`src/rtl/aes_block_cipher_modes_assert.svh`:
```
// assertion macros for the rtl files, included by aesbcm_ctrl.sv
`ifndef AES_BLOCK_CIPHER_MODES_ASSERT_SVH
`define AES_BLOCK_CIPHER_MODES_ASSERT_SVH
`ifndef NO_ASSERTIONS
`define AST_SAME(lbl, ante, cons) \
    lbl: assert property (@(posedge i_clk) disable iff (!i_rst_n) (ante) |-> (cons)) \
        else $error("aes check failed");
`define AST_NEXT(lbl, ante, cons) \
    lbl: assert property (@(posedge i_clk) disable iff (!i_rst_n) (ante) |=> (cons)) \
        else $error("aes check failed");
`else
`define AST_SAME(lbl, ante, cons)
`define AST_NEXT(lbl, ante, cons)
`endif
`endif

```
`src/rtl/aesbcm_pkg.sv`:
```
package aesbcm_pkg;

    localparam int BLOCK_COLUMNS = 4;
    localparam int ROW_W         = 32 * BLOCK_COLUMNS;
    localparam int ROWS          = 15;

    localparam logic [2:0] REG_KEY0     = 3'd0;
    localparam logic [2:0] REG_KEY1     = 3'd1;
    localparam logic [2:0] REG_KEY2     = 3'd2;
    localparam logic [2:0] REG_KEY3     = 3'd3;
    localparam logic [2:0] REG_KEY_SIZE = 3'd4;
    localparam logic [2:0] REG_IV_HIGH  = 3'd5;
    localparam logic [2:0] REG_IV_LOW   = 3'd6;
    localparam logic [2:0] REG_OP       = 3'd7;

    typedef enum logic [2:0] {
        OP_ECB_ENC = 3'd0,
        OP_ECB_DEC = 3'd1,
        OP_CBC_ENC = 3'd2,
        OP_CBC_DEC = 3'd3,
        OP_CFB_ENC = 3'd4,
        OP_CFB_DEC = 3'd5
    } t_op;

    typedef enum logic [1:0] {
        KEY_128 = 2'd0,
        KEY_192 = 2'd1,
        KEY_256 = 2'd2
    } t_key_len;

    typedef enum logic [2:0] {
        S_IDLE, S_EXPAND, S_LOAD, S_INIT, S_ROUND, S_FINISH
    } t_state;

    typedef struct packed {
        logic     accept;
        logic     expand;
        logic     exp_from_key;
        logic     exp_sub_rot;
        logic     exp_sub_only;
        logic [5:0] exp_word;
        logic     init;
        logic     round;
        logic     last;
        logic     finish;
        logic     decrypt;
        logic [3:0] rk_addr;
        t_op      op;
        t_key_len key_len;
    } t_dp_cmd;

    localparam logic [2047:0] SBOX_FLAT = {
        128'h637c777bf26b6fc53001672bfed7ab76, 128'hca82c97dfa5947f0add4a2af9ca472c0,
        128'hb7fd9326363ff7cc34a5e5f171d83115, 128'h04c723c31896059a071280e2eb27b275,
        128'h09832c1a1b6e5aa0523bd6b329e32f84, 128'h53d100ed20fcb15b6acbbe394a4c58cf,
        128'hd0efaafb434d338545f9027f503c9fa8, 128'h51a3408f929d38f5bcb6da2110fff3d2,
        128'hcd0c13ec5f974417c4a77e3d645d1973, 128'h60814fdc222a908846eeb814de5e0bdb,
        128'he0323a0a4906245cc2d3ac629195e479, 128'he7c8376d8dd54ea96c56f4ea657aae08,
        128'hba78252e1ca6b4c6e8dd741f4bbd8b8a, 128'h703eb5664803f60e613557b986c11d9e,
        128'he1f8981169d98e949b1e87e9ce5528df, 128'h8ca1890dbfe6426841992d0fb054bb16
    };

    localparam logic [2047:0] INV_SBOX_FLAT = {
        128'h52096ad53036a538bf40a39e81f3d7fb, 128'h7ce339829b2fff87348e4344c4dee9cb,
        128'h547b9432a6c2233dee4c950b42fac34e, 128'h082ea16628d924b2765ba2496d8bd125,
        128'h72f8f66486689816d4a45ccc5d65b692, 128'h6c704850fdedb9da5e154657a78d9d84,
        128'h90d8ab008cbcd30af7e45805b8b34506, 128'hd02c1e8fca3f0f02c1afbd0301138a6b,
        128'h3a9111414f67dcea97f2cfcef0b4e673, 128'h96ac7422e7ad3585e2f937e81c75df6e,
        128'h47f11a711d29c5896fb7620eaa18be1b, 128'hfc563e4bc6d279209adbc0fe78cd5af4,
        128'h1fdda8338807c731b11210592780ec5f, 128'h60517fa919b54a0d2de57a9f93c99cef,
        128'ha0e03b4dae2af5b0c8ebbb3c83539961, 128'h172b047eba77d626e169146355210c7d
    };

    function automatic logic [7:0] sub_byte(input logic [7:0] b);
        return SBOX_FLAT[{~b, 3'b000} +: 8];
    endfunction

    function automatic logic [7:0] inv_sub_byte(input logic [7:0] b);
        return INV_SBOX_FLAT[{~b, 3'b000} +: 8];
    endfunction

    function automatic logic [7:0] xtime(input logic [7:0] a);
        return {a[6:0], 1'b0} ^ (a[7] ? 8'h1b : 8'h00);
    endfunction

    function automatic logic [31:0] sub_word(input logic [31:0] w);
        return {sub_byte(w[31:24]), sub_byte(w[23:16]), sub_byte(w[15:8]), sub_byte(w[7:0])};
    endfunction

endpackage

```
`src/rtl/aesbcm_ctrl.sv`:
```
`include "aes_block_cipher_modes_assert.svh"
module aesbcm_ctrl (
    input  logic                i_clk,
    input  logic                i_rst_n,
    input  logic                i_in_valid,
    input  logic                i_out_stall,
    input  logic                i_cfg_wr,
    input  aesbcm_pkg::t_op     i_op,
    input  aesbcm_pkg::t_key_len i_key_len,
    output logic                o_in_stall,
    output logic                o_out_valid,
    output aesbcm_pkg::t_dp_cmd o_cmd
);
    import aesbcm_pkg::*;

    t_state     r_state, n_state;
    logic [5:0] r_word, n_word;
    logic [2:0] r_mod, n_mod;
    logic [3:0] r_round, n_round;
    logic       r_keys_valid, n_keys_valid;
    logic       r_out_valid, n_out_valid;

    logic [3:0] nk, nr;
    logic [5:0] total;
    logic       dec, exp_done, last, out_free;

    always_comb begin
        unique case (i_key_len)
            KEY_128: begin nk = 4'd4; nr = 4'd10; end
            KEY_192: begin nk = 4'd6; nr = 4'd12; end
            default: begin nk = 4'd8; nr = 4'd14; end
        endcase
    end

    assign total    = {nr, 2'b00} + 6'd3;
    assign dec      = (i_op == OP_ECB_DEC) || (i_op == OP_CBC_DEC);
    assign exp_done = (r_word == total);
    assign last     = (r_round == nr);
    assign out_free = !r_out_valid || !i_out_stall;

    always_comb begin
        n_state = r_state;
        unique case (r_state)
            S_IDLE:   if (i_in_valid) n_state = r_keys_valid ? S_LOAD : S_EXPAND;
            S_EXPAND: if (exp_done) n_state = S_LOAD;
            S_LOAD:   n_state = S_INIT;
            S_INIT:   n_state = S_ROUND;
            S_ROUND:  if (last) n_state = S_FINISH;
            S_FINISH: if (out_free) n_state = S_IDLE;
            default:  n_state = S_IDLE;
        endcase
    end

    always_comb begin
        o_cmd              = '0;
        o_cmd.op           = i_op;
        o_cmd.key_len      = i_key_len;
        o_cmd.decrypt      = dec;
        o_cmd.exp_word     = r_word;
        o_cmd.exp_from_key = ({2'b00, r_word} < {4'd0, nk[3:0]} );
        o_cmd.exp_sub_rot  = (r_mod == 3'd0);
        o_cmd.exp_sub_only = (r_mod == 3'd4) && (i_key_len == KEY_256);
        o_cmd.last         = last;
        unique case (r_state)
            S_IDLE:   o_cmd.accept = i_in_valid;
            S_EXPAND: o_cmd.expand = 1'b1;
            S_LOAD:   o_cmd.rk_addr = dec ? nr : 4'd0;
            S_INIT: begin
                o_cmd.init    = 1'b1;
                o_cmd.rk_addr = dec ? nr - 4'd1 : 4'd1;
            end
            S_ROUND: begin
                o_cmd.round   = 1'b1;
                o_cmd.rk_addr = last ? 4'd0 : (dec ? nr - 4'd1 - r_round : r_round + 4'd1);
            end
            S_FINISH: o_cmd.finish = out_free;
            default:  o_cmd.accept = 1'b0;
        endcase
    end

    always_comb begin
        n_word       = r_word;
        n_mod        = r_mod;
        n_round      = r_round;
        n_keys_valid = r_keys_valid;
        n_out_valid  = r_out_valid;
        if (r_state == S_IDLE) begin
            n_word = '0;
            n_mod  = '0;
        end else if (r_state == S_EXPAND) begin
            n_word = r_word + 6'd1;
            n_mod  = ({1'b0, r_mod} == nk - 4'd1) ? 3'd0 : r_mod + 3'd1;
        end
        if (r_state == S_INIT) begin
            n_round = 4'd1;
        end else if (r_state == S_ROUND) begin
            n_round = r_round + 4'd1;
        end
        if (i_cfg_wr) begin
            n_keys_valid = 1'b0;
        end else if (r_state == S_EXPAND && exp_done) begin
            n_keys_valid = 1'b1;
        end
        if (o_cmd.finish) begin
            n_out_valid = 1'b1;
        end else if (!i_out_stall) begin
            n_out_valid = 1'b0;
        end
    end

    always_ff @(posedge i_clk) begin
        if (!i_rst_n) begin
            r_state      <= S_IDLE;
            r_word       <= '0;
            r_mod        <= '0;
            r_round      <= '0;
            r_keys_valid <= 1'b0;
            r_out_valid  <= 1'b0;
        end else begin
            r_state      <= n_state;
            r_word       <= n_word;
            r_mod        <= n_mod;
            r_round      <= n_round;
            r_keys_valid <= n_keys_valid;
            r_out_valid  <= n_out_valid;
        end
    end

    assign o_in_stall  = (r_state != S_IDLE);
    assign o_out_valid = r_out_valid;

    `AST_NEXT(a_finish_sets_valid, o_cmd.finish, r_out_valid)
    `AST_NEXT(a_expand_sets_keys, r_state == S_EXPAND && exp_done && !i_cfg_wr, r_keys_valid)
    `AST_SAME(a_round_in_range, r_state == S_ROUND, r_round <= nr && r_round != 4'd0)
    `AST_NEXT(a_cold_start_expands, r_state == S_IDLE && i_in_valid && !r_keys_valid,
              r_state == S_EXPAND)
endmodule

```
`config.mk`:
```
export PLATFORM = sky130hd
export DESIGN_NAME = aesbcm_ctrl
export DESIGN_NICKNAME = d
export VERILOG_FILES = /design/src/rtl/aesbcm_pkg.sv /design/src/rtl/aesbcm_ctrl.sv
export VERILOG_INCLUDE_DIRS = /design/src /design/src/rtl
export SDC_FILE = /design/constraint.sdc
export NUM_CORES = 1
export LEC_CHECK = 0
export ABC_AREA = 0
export ABC_CLOCK_PERIOD_IN_PS = 2009
export CAP_MARGIN = 20
export CORE_AREA = 3 3 66 68
export CTS_CLUSTER_DIAMETER = 30
export DETAILED_ROUTE_END_ITERATION = 16
export DIE_AREA = 0 0 69 71
export DONT_BUFFER_PORTS = 1
export PLACE_DENSITY_LB_ADDON = 0.15
export SYNTH_ARGS = -nofsm -noshare
export SYNTH_HDL_FRONTEND = slang
export SYNTH_SLANG_ARGS = --single-unit
```
`constraint.sdc`:
```
create_clock -name i_clk -period 2.01 [get_ports i_clk]
set_input_delay 0.1005 -clock i_clk [delete_from_list [all_inputs] [get_ports i_clk]]
set_output_delay 0.1005 -clock i_clk [all_outputs]
set_load 0.02 [all_outputs]
```
Word level (Yosys, flattened, before mapping)
Cells that the tools add are included.

Flip-flop bits (word level): 18. Bits of input ports: 10. Output and inout port bits: 27.

Add/subtract/negate cells: 7. Order comparisons: 1. Equal/unequal tests: 18. Mux-type cells: 23. Bitwise gates (word level): 1. Reductions and logical operators: 15.

Operators by type and width (count): $pmux W3 S6 (1); $mux W4 (4); $mux W3 (5); $pmux W4 S3 (1); $eq A3 B2 Y1 const B (3); $eq A3 B3 Y1 const B (3); $mux W1 (9); $ne A2 B2 Y1 const B (4); $pmux W4 S2 (1); $sub A4 B1 Y4 const B (2); $add A6 B1 Y6 const B (1); $add A6 B2 Y6 const B (1); $eq A3 B1 Y1 const B (2); $eq A6 B6 Y1 (1); $logic_not A3 Y1 (2); $lt A6 B4 Y1 (1); $pmux W3 S2 (1); $reduce_or A2 Y1 (3); $add A4 B1 Y4 const B (1); $eq A3 B4 Y1 (1); $eq A4 B4 Y1 (1); $reduce_and A4 Y1 (1); $sub A4 B4 Y4 (1); $add A3 B1 Y3 const B (1); other kinds (11) (14).

Logic depth before layout (Yosys ltp)
Depth in word-level cells: 7. Mapped depth: 9. Mapped depth without buffers: 8.

Worst setup path after synthesis
No wires, ideal clock.

Kind: input-to-output. Start: input port i_key_len[1]. End: output port o_cmd[22] (netlist bit). Data arrival time: 1.932 ns. Data required time: 1.910 ns. Path slack: -0.023 ns. Stages on the path: 7. Buffers on the path: 1. Path through: buf_6 > or2_2 > ha_1 > ha_1 > o21a_1 > o21ai_0 > nor4b_1.

RTL lines: from (decl) (RTL line aesbcm_ctrl.sv:9) `input aesbcm_pkg::t_key_len i_key_len,`; to (decl) (RTL line aesbcm_ctrl.sv:12) `output aesbcm_pkg::t_dp_cmd o_cmd`.

==> results <==
- The critical path startpoint category is a flop.
- The post-synthesis average cell area is 8.230 um2.
- The dominant delay contributor by cell family on the critical path is simple AND/OR/NAND/NOR gates.
- Entering global routing, the biggest net connects 15 pins.
- The die outline width is 69 um.
- Across all layers, the routed design uses 1,144 vias.
- The highest clock frequency the design can meet is 519.0 MHz.
- Setup violations remaining at the end of the flow were counted as 0.
- The floorplan has 23 rows.
- The top cell types in the final layout, fill and taps aside, are sky130_fd_sc_hd__nor2_1 (16), sky130_fd_sc_hd__dfxtp_1 (14), sky130_fd_sc_hd__buf_4 (13).
- The static leakage is 0.0005760 uW.
- In this run the standard cell core region covers 0.003914 mm2.
- The worst path buffer plus inverter count is 1.
- In this run the worst path has a maximum fanout of 6.
- The kind of end point of the critical path is an output port.
- The power per cell area is 736.0 mW/mm2.
- The floorplan step defined a die boundary enclosing 0.004899 mm2.
- The worst register-to-register path has a setup slack of 0.11 ns.
- The final routed wire length divided by cell count is 14.20 um.
- After clock tree synthesis, the clock-pin slew on the worst setup and hold paths is 0.07 ns.
- IR analysis of the VDD net gives a maximum drop of 0.0002752 V.
- In this run the tightest slew margin relative to its limit is 63.85%.
- The register bit count reported by yosys is 18.
- The proportion of layout cells with a drive suffix above 1 is 20.00%.
- The run finished with clean final reports.
- Once the floorplan was initialized, standard cells occupied 33.86% of the core.
- The source-to-sink clock delay at the later pin of the worst-skew pair is 0.25 ns.
- For the worst setup path, the data arrival time is 1.83 ns.
- The number of pins with negative max-slew slack in the final report is 0.
- The detailed-router iteration count before antenna repair is 4.
- Setup repair after global routing left no endpoint under its margin.
- The required time of the worst setup path is 1.91 ns.
- The fraction of the yosys area taken by sequential cells is 27.20%.
- Leaving out fill and tap cells, the most frequent cell in the layout is sky130_fd_sc_hd__nor2_1.
- The cell area that synthesis handed to floorplanning was 0.001325 mm2.
- The largest clock skew in the final design is 0.002839 ns.
- Compared with the post-synthesis result, the final layout area differs by 13.13%.
- TritonCTS built the clock tree.
- In this run the remaining antenna-violating nets after routing total 0.
- After technology mapping, the gate count stands at 161.
- Walking the worst path, the cells encountered are or3_4 > a2111oi_4 > or2b_1 > o22ai_1 > buf_4.
- At the pin with the least slew margin, the transition time is 0.5402 ns.
- The type of the tightest min-delay check is in -> reg.
- The number of primary I/O pins is 37.
- The root buffer cell chosen for the clock tree is sky130_fd_sc_hd__clkbuf_8.
- The logic depth of the worst path, buffers included is 5.
- The count of inserted antenna diode cells is 0.
- The most critical setup path has its endpoint at o_cmd[5].
- The hold violation total from the final report is 0.
- The initial antenna violation count is 0.
- The Yosys warning count is 0.
- The TritonCTS buffer count is 3.
- Input and output buffers added on the ports amount to 0.
- Counting every net in the synthesized netlist gives 180.
- The worst setup path is of the reg -> out kind.
- The CTS H-tree depth is 1.
- The number of clock sinks is 18.
- The average vias per placed instance is 5.321.
- The via count of the first global-routing pass is 1,097.
- The final period utilization is 95.87%.
- The launch instance of the worst register-to-register path is r_word[4]$_SDFFE_PP0P_.
- The final critical-path required period is 1.927 ns.
- In this run, distinct cell masters in the synthesized netlist total 45.
- The half-perimeter wire length after detailed placement is 2.224 mm.
- Across every metal layer, demand over resource in global routing totals 12.51%.
- The maximum count of clock buffers along a single path is 2.
- The setup TNS is 0 ns.
- The detailed-route DRC error count is 0.
- The final estimated routing congestion in global placement is 0.7644.
- The first global-routing pass estimated 5.057 mm of wire.
- The critical path starts at r_round[2]$_SDFFE_PP0P_.
- The violation count after the first detailed-routing iteration is 38.
- The largest individual stage delay along the critical path comes from the cell sky130_fd_sc_hd__or3_4.
- The routed design has 3.053 mm of wire.
- Global routing finished with a remaining overflow of 0.
- The worst reg-to-reg path cell count is 5.
- The tightest hold path in the finished design has a slack of 0.03016 ns.
- The endpoint identified for the worst register-to-register timing path is r_keys_valid$_SDFFE_PP0P_.
- The largest stage delay on the critical path is 0.40 ns.
- Max-cap violations in this run came to 0.
- The number of nets in the layout is 186.
- The die is 71 um tall.
registers in the layout, summed over array words and instances, names as in the netlist:
signal,cells
r_word,6
r_keys_valid,1
r_state,3
o_out_valid,1
r_round,4
r_mod,3
how the worst min path moves through the flow:
| stage | start | to | slack (ns) | cells past startpoint |
|---|---|---|---|---|
| finish | i_out_stall | o_out_valid$_SDFFE_PN0P_ | 0.03 | 2 |
| global placement | i_cfg_wr | r_keys_valid$_SDFFE_PP0P_ | 0.18 | 1 |
| detailed placement | i_cfg_wr | r_keys_valid$_SDFFE_PP0P_ | 0.18 | 1 |
| CTS | i_out_stall | o_out_valid$_SDFFE_PN0P_ | 0.02 | 2 |
| floorplan | i_cfg_wr | r_keys_valid$_SDFFE_PP0P_ | 0.18 | 1 |
| global route | i_out_stall | o_out_valid$_SDFFE_PN0P_ | 0.06 | 2 |
synth_stat cells:
master | count | area share [%]
sky130_fd_sc_hd__a31oi_2 | 1 | 0.94
sky130_fd_sc_hd__o32ai_1 | 1 | 0.66
sky130_fd_sc_hd__and3b_1 | 1 | 0.66
sky130_fd_sc_hd__and3_2 | 1 | 0.57
sky130_fd_sc_hd__and3_1 | 2 | 0.94
sky130_fd_sc_hd__nor3b_2 | 1 | 0.94
sky130_fd_sc_hd__o21a_1 | 1 | 0.57
sky130_fd_sc_hd__dfxtp_1 | 18 | 27
sky130_fd_sc_hd__or2b_1 | 1 | 0.57
sky130_fd_sc_hd__nand2b_1 | 4 | 1.9
sky130_fd_sc_hd__nand2_1 | 9 | 2.5
sky130_fd_sc_hd__nor2_1 | 16 | 4.5
sky130_fd_sc_hd__inv_1 | 10 | 2.8
sky130_fd_sc_hd__a2111oi_4 | 1 | 2.1
sky130_fd_sc_hd__or3_4 | 1 | 0.85
sky130_fd_sc_hd__or2_2 | 1 | 0.47
sky130_fd_sc_hd__clkbuf_1 | 4 | 1.1
sky130_fd_sc_hd__or4b_4 | 1 | 1.0
sky130_fd_sc_hd__buf_2 | 2 | 0.76
sky130_fd_sc_hd__nand3b_1 | 4 | 2.3
sky130_fd_sc_hd__a22oi_1 | 1 | 0.57
sky130_fd_sc_hd__buf_4 | 8 | 4.5
sky130_fd_sc_hd__nor2b_1 | 5 | 2.4
sky130_fd_sc_hd__o21ai_1 | 1 | 0.38
sky130_fd_sc_hd__mux2i_1 | 1 | 0.76
sky130_fd_sc_hd__nor4bb_1 | 1 | 0.76
sky130_fd_sc_hd__or3_1 | 1 | 0.47
sky130_fd_sc_hd__a221o_1 | 1 | 0.76
sky130_fd_sc_hd__nor3_1 | 3 | 1.1
sky130_fd_sc_hd__a21oi_1 | 9 | 3.4
sky130_fd_sc_hd__nand3_1 | 3 | 1.1
sky130_fd_sc_hd__and4b_2 | 1 | 0.85
sky130_fd_sc_hd__a211oi_1 | 2 | 1.1
sky130_fd_sc_hd__xnor2_1 | 6 | 4.0
sky130_fd_sc_hd__nor3b_1 | 4 | 2.3
sky130_fd_sc_hd__nand4bb_1 | 1 | 0.85
sky130_fd_sc_hd__o211ai_1 | 1 | 0.57
sky130_fd_sc_hd__ha_1 | 9 | 8.5
sky130_fd_sc_hd__a21boi_0 | 1 | 0.57
sky130_fd_sc_hd__buf_6 | 1 | 0.85
sky130_fd_sc_hd__o21ai_0 | 7 | 2.6
sky130_fd_sc_hd__o22ai_1 | 3 | 1.4
sky130_fd_sc_hd__nand4_1 | 3 | 1.4
sky130_fd_sc_hd__nor4b_1 | 3 | 2.0
sky130_fd_sc_hd__xor2_1 | 5 | 3.3
report_power, final:
part	switching (uW)	total, uW	internal (uW)
Sequential	64.4	454	390
Combinational	240	397	157
Clock	119	252	133
Total	423	1100	680
logic make-up (layout without fill, tap and decap cells):
kind of cell / Yosys count / after routing / share of synthesized area (%)
adder cells (fa/ha/maj): 9 / 9 / 8.499
AO/OA/AOI/OAI: 30 / 30 / 15.68
buffers and inverters: 25 / 29 / 10.10
flip-flops: 18 / 18 / 27.20
multiplexers: 1 / 1 / 0.7555
XOR/XNOR: 11 / 11 / 7.271
AND/OR/NAND/NOR: 67 / 67 / 30.50
per-layer routing:
layer | global-route usage [%] | vias to the layer above | part of all wire [%]
met2 | 20.66 | 26 | 47
met4 | 5.423 | 0 | 0.92
met3 | 3.551 | 2 | 6.0
met1 | 15.20 | 551 | 46
li1 | - | 565 | -
met5 | 0 | - | 0
worst register-to-register path, delay by kind of cell, from the launching register on:
kind | cells | cell delay (ns)
simple gates | 2 | 0.70
buf+inv | 1 | 0.56
flops | 1 | 0.31
compound gates | 2 | 0.27
metrics by stage:
stage,std cells,instance area (um2),utilization [%],worst slack (ns),total power [uW]
5_1_grt,215,1499,38.30,0.004561,1179
6_report,215,1499,38.30,0.08305,1103
2_1_floorplan,161,1331,-,0.01013,772.9
3_5_place_dp,208,1393,35.58,0.1368,848.4
3_3_place_gp,208,1393,35.58,0.1522,847.4
4_1_cts,214,1465,37.44,0.007734,1114
final cells by class:
cell class | instances | area [um2]
Inverter | 10 | 37.54
Fill cell | 428 | 2415
Sequential cell | 18 | 365.4
Tap cell | 50 | 62.56
Timing Repair Buffer | 16 | 127.6
Multi-Input combinational cell | 118 | 864.6
Clock buffer | 3 | 41.29
what timing repair did:
item | CTS | global route
pin swaps | 0 | 1
setup endpoints to repair | 2 | 5
endpoints found under the hold margin | 6 | 0
resized for setup | 1 | 7
setup buffers | 0 | 1
hold buffers | 3 | 0
No activity file was read; power rests on OpenSTA's default activity.
